File: config.mk
export PLATFORM = sky130hd
export DESIGN_NAME = notification_title_tlv_extractor_core
export DESIGN_NICKNAME = d
export VERILOG_FILES = /design/src/hdl/ntte_pkg.sv /design/src/hdl/ntte_parser.sv /design/src/hdl/ntte_out_reg.sv /design/src/hdl/notification_title_tlv_extractor_core.sv
export SDC_FILE = /design/constraint.sdc
export NUM_CORES = 1
export LEC_CHECK = 0
export BUFFER_PORTS_ARGS = -buffer_cell sky130_fd_sc_hd__buf_2
export CAP_MARGIN = 20
export CORE_UTILIZATION = 40
export DETAILED_ROUTE_END_ITERATION = 8
export SYNTH_ARGS = -nofsm -noshare
export SYNTH_HDL_FRONTEND = slang
export SYNTH_HIERARCHICAL = 1
export SYNTH_SLANG_ARGS = --single-unit
File: constraint.sdc
create_clock -name clk -period 8.8 [get_ports clk]
set_input_delay 1.76 -clock clk [delete_from_list [all_inputs] [get_ports clk]]
set_output_delay 1.76 -clock clk [all_outputs]
set_load 0.1 [all_outputs]
File: src/hdl/ntte_pkg.sv
// Shared types, phase and status codes for the notification title extractor.
package ntte_pkg;

	localparam int unsigned POS_W = 16;

	// Parse phases
	localparam logic [2:0] PH_CMD   = 3'd0;
	localparam logic [2:0] PH_UID   = 3'd1;
	localparam logic [2:0] PH_ID    = 3'd2;
	localparam logic [2:0] PH_LO    = 3'd3;
	localparam logic [2:0] PH_HI    = 3'd4;
	localparam logic [2:0] PH_SKIP  = 3'd5;
	localparam logic [2:0] PH_TITLE = 3'd6;
	localparam logic [2:0] PH_DONE  = 3'd7;

	// Status codes
	localparam logic [2:0] ST_FOUND     = 3'd0;
	localparam logic [2:0] ST_SHORT     = 3'd1;
	localparam logic [2:0] ST_BADCMD    = 3'd2;
	localparam logic [2:0] ST_MALFORMED = 3'd3;
	localparam logic [2:0] ST_ABSENT    = 3'd4;

	// Result kinds
	localparam logic KIND_STATUS = 1'b0;
	localparam logic KIND_CHAR   = 1'b1;

	// Register indexes
	localparam logic [1:0] REG_EXPECTED_COMMAND = 2'd0;
	localparam logic [1:0] REG_TITLE_ATTRIBUTE  = 2'd1;
	localparam logic [1:0] REG_TITLE_LIMIT      = 2'd2;

	localparam logic [POS_W-1:0] MIN_PACKET   = 16'd5;
	localparam logic [POS_W:0]   HEADER_BYTES = 17'd3;
	localparam logic [POS_W-1:0] UID_BYTES    = 16'd4;

	typedef struct packed {
		logic [7:0]       expected_command;
		logic [7:0]       title_attribute;
		logic [POS_W-1:0] title_limit;
	} cfg_t;

	typedef struct packed {
		logic             result_kind;
		logic [2:0]       status_code;
		logic [POS_W-1:0] title_length;
		logic [7:0]       title_char;
		logic             title_end;
	} res_t;

endpackage

File: src/hdl/ntte_parser.sv
// Packet parse state and the per-byte step logic of the title extractor.
module ntte_parser (
	input  logic                        clk,
	input  logic                        arst_n,
	input  ntte_pkg::cfg_t              cfg,
	input  logic                        step,
	input  logic [7:0]                  data_byte,
	input  logic [ntte_pkg::POS_W-1:0]  packet_length,
	output logic                        res_valid,
	output ntte_pkg::res_t              res
);

	logic [ntte_pkg::POS_W-1:0] byte_position_q, latched_length_q;
	logic [ntte_pkg::POS_W-1:0] record_length_q, bytes_left_q;
	logic [7:0]                 record_id_q;
	logic [2:0]                 parse_phase_q;

	logic [ntte_pkg::POS_W-1:0] len_eff, remaining, rec_len_full, clip, left_dec;
	logic [ntte_pkg::POS_W-1:0] pos_d, len_d, rec_len_d, left_d;
	logic [ntte_pkg::POS_W:0]   pos_inc;
	logic [7:0]                 rec_id_d;
	logic [2:0]                 phase_eff, phase_d, phase_step;
	logic                       last, hit;
	ntte_pkg::res_t             res_d;

	always_comb begin
		len_eff      = (byte_position_q == '0) ? packet_length : latched_length_q;
		phase_eff    = (byte_position_q == '0) ? ntte_pkg::PH_CMD : parse_phase_q;
		pos_inc      = {1'b0, byte_position_q} + 17'd1;
		last         = (pos_inc >= {1'b0, len_eff});
		remaining    = last ? '0 : (len_eff - pos_inc[ntte_pkg::POS_W-1:0]);
		rec_len_full = {data_byte, record_length_q[7:0]};
		clip         = (rec_len_full < cfg.title_limit) ? rec_len_full : cfg.title_limit;
		left_dec     = bytes_left_q - 16'd1;

		hit        = 1'b0;
		res_d      = '0;
		phase_step = phase_eff;
		rec_id_d   = record_id_q;
		rec_len_d  = record_length_q;
		left_d     = bytes_left_q;

		unique case (phase_eff)
			ntte_pkg::PH_CMD: begin
				if (len_eff < ntte_pkg::MIN_PACKET) begin
					hit = 1'b1;
					res_d.status_code = ntte_pkg::ST_SHORT;
					phase_step = ntte_pkg::PH_DONE;
				end else if (data_byte != cfg.expected_command) begin
					hit = 1'b1;
					res_d.status_code = ntte_pkg::ST_BADCMD;
					phase_step = ntte_pkg::PH_DONE;
				end else begin
					phase_step = ntte_pkg::PH_UID;
					left_d = ntte_pkg::UID_BYTES;
				end
			end
			ntte_pkg::PH_UID, ntte_pkg::PH_SKIP: begin
				left_d = left_dec;
				if (left_dec == '0) phase_step = ntte_pkg::PH_ID;
			end
			ntte_pkg::PH_ID: begin
				// ignore a tail too short to hold a record header
				if (({1'b0, remaining} + 17'd1) >= ntte_pkg::HEADER_BYTES) begin
					rec_id_d = data_byte;
					phase_step = ntte_pkg::PH_LO;
				end
			end
			ntte_pkg::PH_LO: begin
				rec_len_d = {8'd0, data_byte};
				phase_step = ntte_pkg::PH_HI;
			end
			ntte_pkg::PH_HI: begin
				rec_len_d = rec_len_full;
				if (rec_len_full > remaining) begin
					hit = 1'b1;
					res_d.status_code = ntte_pkg::ST_MALFORMED;
					phase_step = ntte_pkg::PH_DONE;
				end else if (record_id_q == cfg.title_attribute) begin
					hit = 1'b1;
					res_d.status_code = ntte_pkg::ST_FOUND;
					res_d.title_length = clip;
					if (clip == '0) begin
						phase_step = ntte_pkg::PH_DONE;
					end else begin
						phase_step = ntte_pkg::PH_TITLE;
						left_d = clip;
					end
				end else if (rec_len_full == '0) begin
					phase_step = ntte_pkg::PH_ID;
				end else begin
					phase_step = ntte_pkg::PH_SKIP;
					left_d = rec_len_full;
				end
			end
			ntte_pkg::PH_TITLE: begin
				left_d = left_dec;
				hit = 1'b1;
				res_d.result_kind = ntte_pkg::KIND_CHAR;
				res_d.title_char = data_byte;
				res_d.title_end = (left_dec == '0);
				if (left_dec == '0) phase_step = ntte_pkg::PH_DONE;
			end
			ntte_pkg::PH_DONE: begin
			end
			default: begin
			end
		endcase

		if (last) begin
			if (!hit && phase_step != ntte_pkg::PH_DONE) begin
				hit = 1'b1;
				res_d = '0;
				res_d.status_code = ntte_pkg::ST_ABSENT;
			end
			pos_d   = '0;
			phase_d = ntte_pkg::PH_CMD;
		end else begin
			pos_d   = pos_inc[ntte_pkg::POS_W-1:0];
			phase_d = phase_step;
		end
		len_d = len_eff;
	end

	assign res_valid = step && hit;
	assign res       = res_d;

	always_ff @(posedge clk or negedge arst_n) begin
		if (!arst_n) begin
			byte_position_q  <= '0;
			latched_length_q <= '0;
			parse_phase_q    <= ntte_pkg::PH_CMD;
			record_id_q      <= '0;
			record_length_q  <= '0;
			bytes_left_q     <= '0;
		end else if (step) begin
			byte_position_q  <= pos_d;
			latched_length_q <= len_d;
			parse_phase_q    <= phase_d;
			record_id_q      <= rec_id_d;
			record_length_q  <= rec_len_d;
			bytes_left_q     <= left_d;
		end
	end

	a_title_left: assert property (@(posedge clk) disable iff (!arst_n)
		parse_phase_q == ntte_pkg::PH_TITLE |-> bytes_left_q != '0)
		else $error("title phase with no bytes left");

	a_uid_left: assert property (@(posedge clk) disable iff (!arst_n)
		parse_phase_q == ntte_pkg::PH_UID |-> (bytes_left_q != '0 && bytes_left_q <= 16'd4))
		else $error("uid count out of range");

	a_pos_in_packet: assert property (@(posedge clk) disable iff (!arst_n)
		byte_position_q != '0 |-> byte_position_q < latched_length_q)
		else $error("byte position past packet end");

endmodule

File: src/hdl/ntte_out_reg.sv
// Result register that holds one item until the downstream side takes it.
module ntte_out_reg (
	input  logic           clk,
	input  logic           arst_n,
	input  logic           load,
	input  ntte_pkg::res_t load_res,
	input  logic           take,
	output logic           full,
	output ntte_pkg::res_t res
);

	logic           valid_q;
	ntte_pkg::res_t res_q;

	always_ff @(posedge clk or negedge arst_n) begin
		if (!arst_n) begin
			valid_q <= 1'b0;
		end else if (load) begin
			valid_q <= 1'b1;
		end else if (take) begin
			valid_q <= 1'b0;
		end
	end

	always_ff @(posedge clk) begin
		if (load) res_q <= load_res;
	end

	assign full = valid_q;
	assign res  = res_q;

endmodule

File: src/hdl/notification_title_tlv_extractor_core.sv
// Top level of the notification title extractor: input register, parser, result register.
//
// Takes a response packet one byte per item, with the packet length sampled on the first
// byte, and gives at most one result item per input byte: one status per packet (found,
// too short, bad command, malformed or absent), and after a found status the clipped
// title bytes as character items, the last one marked with title_end. An accepted byte
// sits in the input register, is parsed by the step logic and lands in the
// result register, so a result is always offered from a register and never straight from the parse.
// The block takes one byte every cycle as long as the result register drains; the input
// register holds a byte while a result waits, and in_ready drops only when both are
// occupied and the waiting result is not being taken.
// Write the three registers (expected command, title attribute, title limit) only while
// no packet is in flight; an index beyond the last register is ignored.
module notification_title_tlv_extractor_core (
	input  logic        clk,
	input  logic        arst_n,
	input  logic        cfg_we,
	input  logic [1:0]  cfg_index,
	input  logic [15:0] cfg_data,
	input  logic        in_valid,
	output logic        in_ready,
	input  logic [7:0]  data_byte,
	input  logic [15:0] packet_length,
	output logic        out_valid,
	input  logic        out_ready,
	output logic        result_kind,
	output logic [2:0]  status_code,
	output logic [15:0] title_length,
	output logic [7:0]  title_char,
	output logic        title_end
);

	ntte_pkg::cfg_t cfg_q;

	logic        valid_s1;
	logic [7:0]  data_s1;
	logic [15:0] length_s1;

	logic           advance, res_valid, out_full;
	ntte_pkg::res_t res_step, res_out;

	// configuration registers
	always_ff @(posedge clk or negedge arst_n) begin
		if (!arst_n) begin
			cfg_q.expected_command <= 8'd0;
			cfg_q.title_attribute  <= 8'd1;
			cfg_q.title_limit      <= 16'd255;
		end else if (cfg_we) begin
			unique case (cfg_index)
				ntte_pkg::REG_EXPECTED_COMMAND: cfg_q.expected_command <= cfg_data[7:0];
				ntte_pkg::REG_TITLE_ATTRIBUTE:  cfg_q.title_attribute  <= cfg_data[7:0];
				ntte_pkg::REG_TITLE_LIMIT:      cfg_q.title_limit      <= cfg_data;
				default: begin
				end
			endcase
		end
	end

	// advance the held byte once the result register can take what it may produce
	assign advance  = valid_s1 && (!out_full || out_ready);
	assign in_ready = !valid_s1 || advance;

	always_ff @(posedge clk or negedge arst_n) begin
		if (!arst_n) begin
			valid_s1 <= 1'b0;
		end else if (in_ready) begin
			valid_s1 <= in_valid;
		end
	end

	always_ff @(posedge clk) begin
		if (in_valid && in_ready) begin
			data_s1   <= data_byte;
			length_s1 <= packet_length;
		end
	end

	ntte_parser u_parser (
		.clk           (clk),
		.arst_n        (arst_n),
		.cfg           (cfg_q),
		.step          (advance),
		.data_byte     (data_s1),
		.packet_length (length_s1),
		.res_valid     (res_valid),
		.res           (res_step)
	);

	ntte_out_reg u_out_reg (
		.clk      (clk),
		.arst_n   (arst_n),
		.load     (res_valid),
		.load_res (res_step),
		.take     (out_ready),
		.full     (out_full),
		.res      (res_out)
	);

	assign out_valid    = out_full;
	assign result_kind  = res_out.result_kind;
	assign status_code  = res_out.status_code;
	assign title_length = res_out.title_length;
	assign title_char   = res_out.title_char;
	assign title_end    = res_out.title_end;

	a_result_lands: assert property (@(posedge clk) disable iff (!arst_n)
		res_valid |=> out_valid)
		else $error("parsed result not held in result register");

	a_no_overwrite: assert property (@(posedge clk) disable iff (!arst_n)
		(out_valid && !out_ready) |-> !advance)
		else $error("byte advanced over a waiting result");

	a_ready_empty: assert property (@(posedge clk) disable iff (!arst_n)
		!valid_s1 |-> in_ready)
		else $error("input register empty but not ready");

endmodule

==> results.rst <==
.. list-table::
   :header-rows: 1

   * - Metric
     - Value
   * - Setup bufs post-CTS
     - 0
   * - Fraction of layout cells with a size suffix above 1
     - 0.184
   * - Bufs and invs on worst path
     - 3
   * - Core Box Area
     - 25000 sq um
   * - Post-Synthesis Net Count
     - 1170
   * - Post-cts gate resize count
     - 0
   * - Least-Margin Pin Slew
     - 1.12 ns
   * - I/O pin total
     - 78
   * - Status
     - completed
   * - Synthesized instance count
     - 1055
   * - First-pass GRT wire length
     - 42300 microns
   * - Final clock period utilization by the worst path
     - 0.886
   * - Post-synthesis sequential element count
     - 154
   * - Post-detailed-route count of antenna-violating nets
     - 0
   * - Minimum clock period after layout
     - 7.79 ns
   * - Vias
     - 8114
   * - Mean cell area of the mapped netlist
     - 9.64 sq um
   * - Full die area
     - 26100 sq um
   * - Routed length per instance
     - 18.0 microns
   * - Largest net degree at the start of global routing
     - 69
   * - Top post-synthesis cells by count
     - sky130_fd_sc_hd__nor2_1 (101), sky130_fd_sc_hd__dfrtp_1 (92), sky130_fd_sc_hd__a21oi_1 (83)
   * - Peak Freq
     - 128 MHz
   * - Proportion of synthesized chip area in sequential cells
     - 0.406
   * - Endpoints failing setup
     - 0
   * - Cell Rows
     - 58
   * - Number of levels the H-tree was split into
     - 4
   * - Relative slew margins
     - 0.248
   * - Port Buffer Count
     - 77
   * - Clock tree from TritonCTS
     - built
   * - Dominant cell type by area after synthesis
     - sky130_fd_sc_hd__dfrtp_1
   * - Placer congestion estimate
     - 0.889
   * - Setup TNS
     - 0 ns
   * - Deepest clock path buffer count
     - 2
   * - # Max-Cap Violations
     - 0
   * - Proportion of netlist area held by the largest area contributor
     - 0.226
   * - Vias in the first global route
     - 7737
   * - Worst-path maximum fanout
     - 30
   * - Inserted Diodes
     - 0
   * - Prevailing post-synth register cell
     - sky130_fd_sc_hd__dfrtp_1
   * - Final worst clock skew
     - 0.0206 ns
   * - Cell at the slowest stage of the critical path
     - sky130_fd_sc_hd__nor2_2
   * - Area growth syn-to-layout
     - 12.9%
   * - Setup repair after global routing missed its margin
     - no
   * - Synth cell types
     - 84
   * - Root cell of the clock tree
     - sky130_fd_sc_hd__clkbuf_16
   * - Slowest Stage Delay on Critical Path
     - 0.71 ns
   * - Clock network latency to the later pin of the worst-skew pair
     - 0.45 ns
   * - CTS sink count
     - 154
   * - Critical path endpoint category
     - flip-flop
   * - Worst setup SP type
     - flip-flop
   * - Number of antenna violations at the first check in global routing
     - 0
   * - Aggregate global-route resource usage
     - 0.210
   * - Iteration count of the initial detailed-routing pass
     - 5
   * - Yosys warning total
     - 6
   * - Number of hold-repair buffers added at the cts stage
     - 0
   * - DRC errors left
     - 0
   * - Most instantiated library cell after synthesis
     - sky130_fd_sc_hd__nor2_1
   * - Classification of the worst setup path
     - reg -> reg
   * - Proportion of synthesized flip-flops having asynchronous set or reset
     - 0.656
   * - Overall die width
     - 161 microns
   * - EDFF count, synth
     - 53
   * - Number of fill cells in the layout
     - 2409
   * - Final count of pins violating max slew
     - 0
   * - Starting density of the core
     - 0.406
   * - Main area contributors after synthesis
     - sky130_fd_sc_hd__dfrtp_1 (23%), sky130_fd_sc_hd__edfxtp_1 (16%), sky130_fd_sc_hd__ha_1 (8.2%)
   * - Req. time, crit path
     - 8.89 ns
   * - Final hold violation count
     - 0
   * - Vias per Instance
     - 5.57
   * - Cell breakdown of the critical path
     - inv_1 > ha_1 > nor4b_4 > and4_1 > buf_4 > mux2i_1 > ha_1 > a211oi_1 > o221ai_1 > a311oi_1 > o21ai_0 > nor2_2 > o21ai_0 > ha_1 > nand4_1 > nor2_1 > nand2_1 > a311o_1 > a21oi_1 > o21ai_0 > a21oi_1 > a21oi_1 > nor2_2 > buf_4
   * - Clock buffer count from CTS
     - 17
   * - Height of the die
     - 161 microns
   * - WP data arrival
     - 7.89 ns
   * - Clock transition at the register clock pins on the worst setup and hold paths after CTS
     - 0.07 ns
   * - Cell class contributing the biggest share of worst-path delay
     - compound AO/OA/AOI/OAI gates
   * - Number of nets in the layout
     - 1230
   * - Syn Std Cell Area
     - 10200 sq um
   * - Hold Path Class
     - reg -> reg
   * - Dpl hpwl
     - 19400 microns
   * - Initial DRC Count
     - 583
   * - Overflow after GRT
     - 0
   * - Routed Wire Length
     - 26300 microns
[flip-flops by register name (all words and copies together) (netlist names)]
register	count
u_parser/parse_phase_q	3
cfg_q	32
u_parser/bytes_left_q	16
data_s1	8
u_out_reg/res	29
valid_s1	1
u_parser/record_length_q	8
length_s1	16
u_out_reg/full	1
u_parser/latched_length_q	16
u_parser/record_id_q	8
u_parser/byte_position_q	16
[path summary, 6_finish.rpt]
kind                       slack, ns                                    start                                         to  depth (start not counted)
max reg2reg                     1.01  u_parser/byte_position_q[0]$_DFFE_PN0P_                u_out_reg/res[19]$_DFFE_PP_                         24
min reg2reg                     0.51      u_parser/record_id_q[2]$_DFFE_PN0P_        u_parser/record_id_q[2]$_DFFE_PN0P_                          1
min                             0.51      u_parser/record_id_q[2]$_DFFE_PN0P_        u_parser/record_id_q[2]$_DFFE_PN0P_                          1
max in group asynchronous       6.26                                   arst_n  u_parser/latched_length_q[12]$_DFFE_PN0P_                          2
max                             1.01  u_parser/byte_position_q[0]$_DFFE_PN0P_                u_out_reg/res[19]$_DFFE_PP_                         24
min in group asynchronous       1.27                                   arst_n                       valid_s1$_DFFE_PN0P_                          1
[cell usage in the layout, fill, tap and decap left out, types with 5 or more instances in the layout]
master                      count
sky130_fd_sc_hd__dfstp_2        9
sky130_fd_sc_hd__nor4_1        19
sky130_fd_sc_hd__nand4_1       20
sky130_fd_sc_hd__a211oi_1       8
sky130_fd_sc_hd__and4_1         8
sky130_fd_sc_hd__nand3b_1       6
sky130_fd_sc_hd__clkinv_8       5
sky130_fd_sc_hd__dfrtp_1       92
sky130_fd_sc_hd__o21ai_0       76
sky130_fd_sc_hd__buf_2         76
sky130_fd_sc_hd__and2_1        12
sky130_fd_sc_hd__o31ai_1        6
sky130_fd_sc_hd__o211ai_1       6
sky130_fd_sc_hd__buf_4         11
sky130_fd_sc_hd__o22ai_1        5
sky130_fd_sc_hd__clkbuf_16     17
sky130_fd_sc_hd__mux2i_1       26
sky130_fd_sc_hd__and3_1        10
sky130_fd_sc_hd__mux2_2        50
sky130_fd_sc_hd__xnor2_1       25
sky130_fd_sc_hd__xor2_1        24
sky130_fd_sc_hd__ha_1          67
sky130_fd_sc_hd__nor3_1        22
sky130_fd_sc_hd__nand3_1       25
sky130_fd_sc_hd__o2bb2ai_1      6
sky130_fd_sc_hd__a21oi_1       83
sky130_fd_sc_hd__nor2_1        99
sky130_fd_sc_hd__edfxtp_1      53
sky130_fd_sc_hd__a21o_1        19
sky130_fd_sc_hd__nand2b_1      12
sky130_fd_sc_hd__nand2_1       49
sky130_fd_sc_hd__inv_1         75
[worst register-to-register path, delay by kind of cell (launching register included)]
family	cells	cell delay (ns)
multiplexers	1	0.40
AO/OA/AOI/OAI	10	2.74
flip-flops	1	0.45
AND/OR/NAND/NOR	7	2.03
adder cells (fa/ha/maj)	3	1.00
buffers and inverters	3	0.84
[logic make-up after synthesis]
logic type               Yosys count  synth area share
AO/OA/AOI/OAI                    263             0.167
adder cells (fa/ha/maj)           68            0.0844
XOR/XNOR                          50            0.0438
multiplexers                      77            0.0820
AND/OR/NAND/NOR                  321             0.171
buffers and inverters            122            0.0462
flip-flops                       154             0.406
[final cells by class]
class | count | area (sq um) | area share
Tap cell | 330 | 413 | 0.0359
Inverter | 76 | 285 | 0.0248
Clock buffer | 17 | 425 | 0.0370
Multi-Input combinational cell | 779 | 5600 | 0.487
Timing Repair Buffer | 87 | 463 | 0.0403
Clock inverter | 15 | 175 | 0.0152
Sequential cell | 154 | 4130 | 0.360
[per-stage QoR]
step / hold slack, ns / cell area [sq um] / utilization / std cells / setup WS [ns]
floorplan: 0.478 / 10200 / - / 1055 / 1.21
global placement: 0.488 / 10900 / 0.435 / 1426 / 1.48
detailed placement: 0.496 / 10900 / 0.435 / 1426 / 1.09
CTS: 0.512 / 11500 / 0.459 / 1458 / 1.08
global route: 0.534 / 11500 / 0.459 / 1458 / 0.343
finish: 0.509 / 11500 / 0.459 / 1458 / 1.01
[metal layers]
layer  track usage  vias up  part of all wire  routed length [microns]
li1              -     3969                 -                        -
met1         0.274     3905              0.45                    11900
met4        0.0678        0             0.021                      541
met2         0.351      202              0.48                    12700
met5             0        -                 0                        0
met3        0.0375       38             0.042                     1100
Power is not shown: default switching activity piles up to over one toggle a cycle in this logic, so the estimate is an artifact.
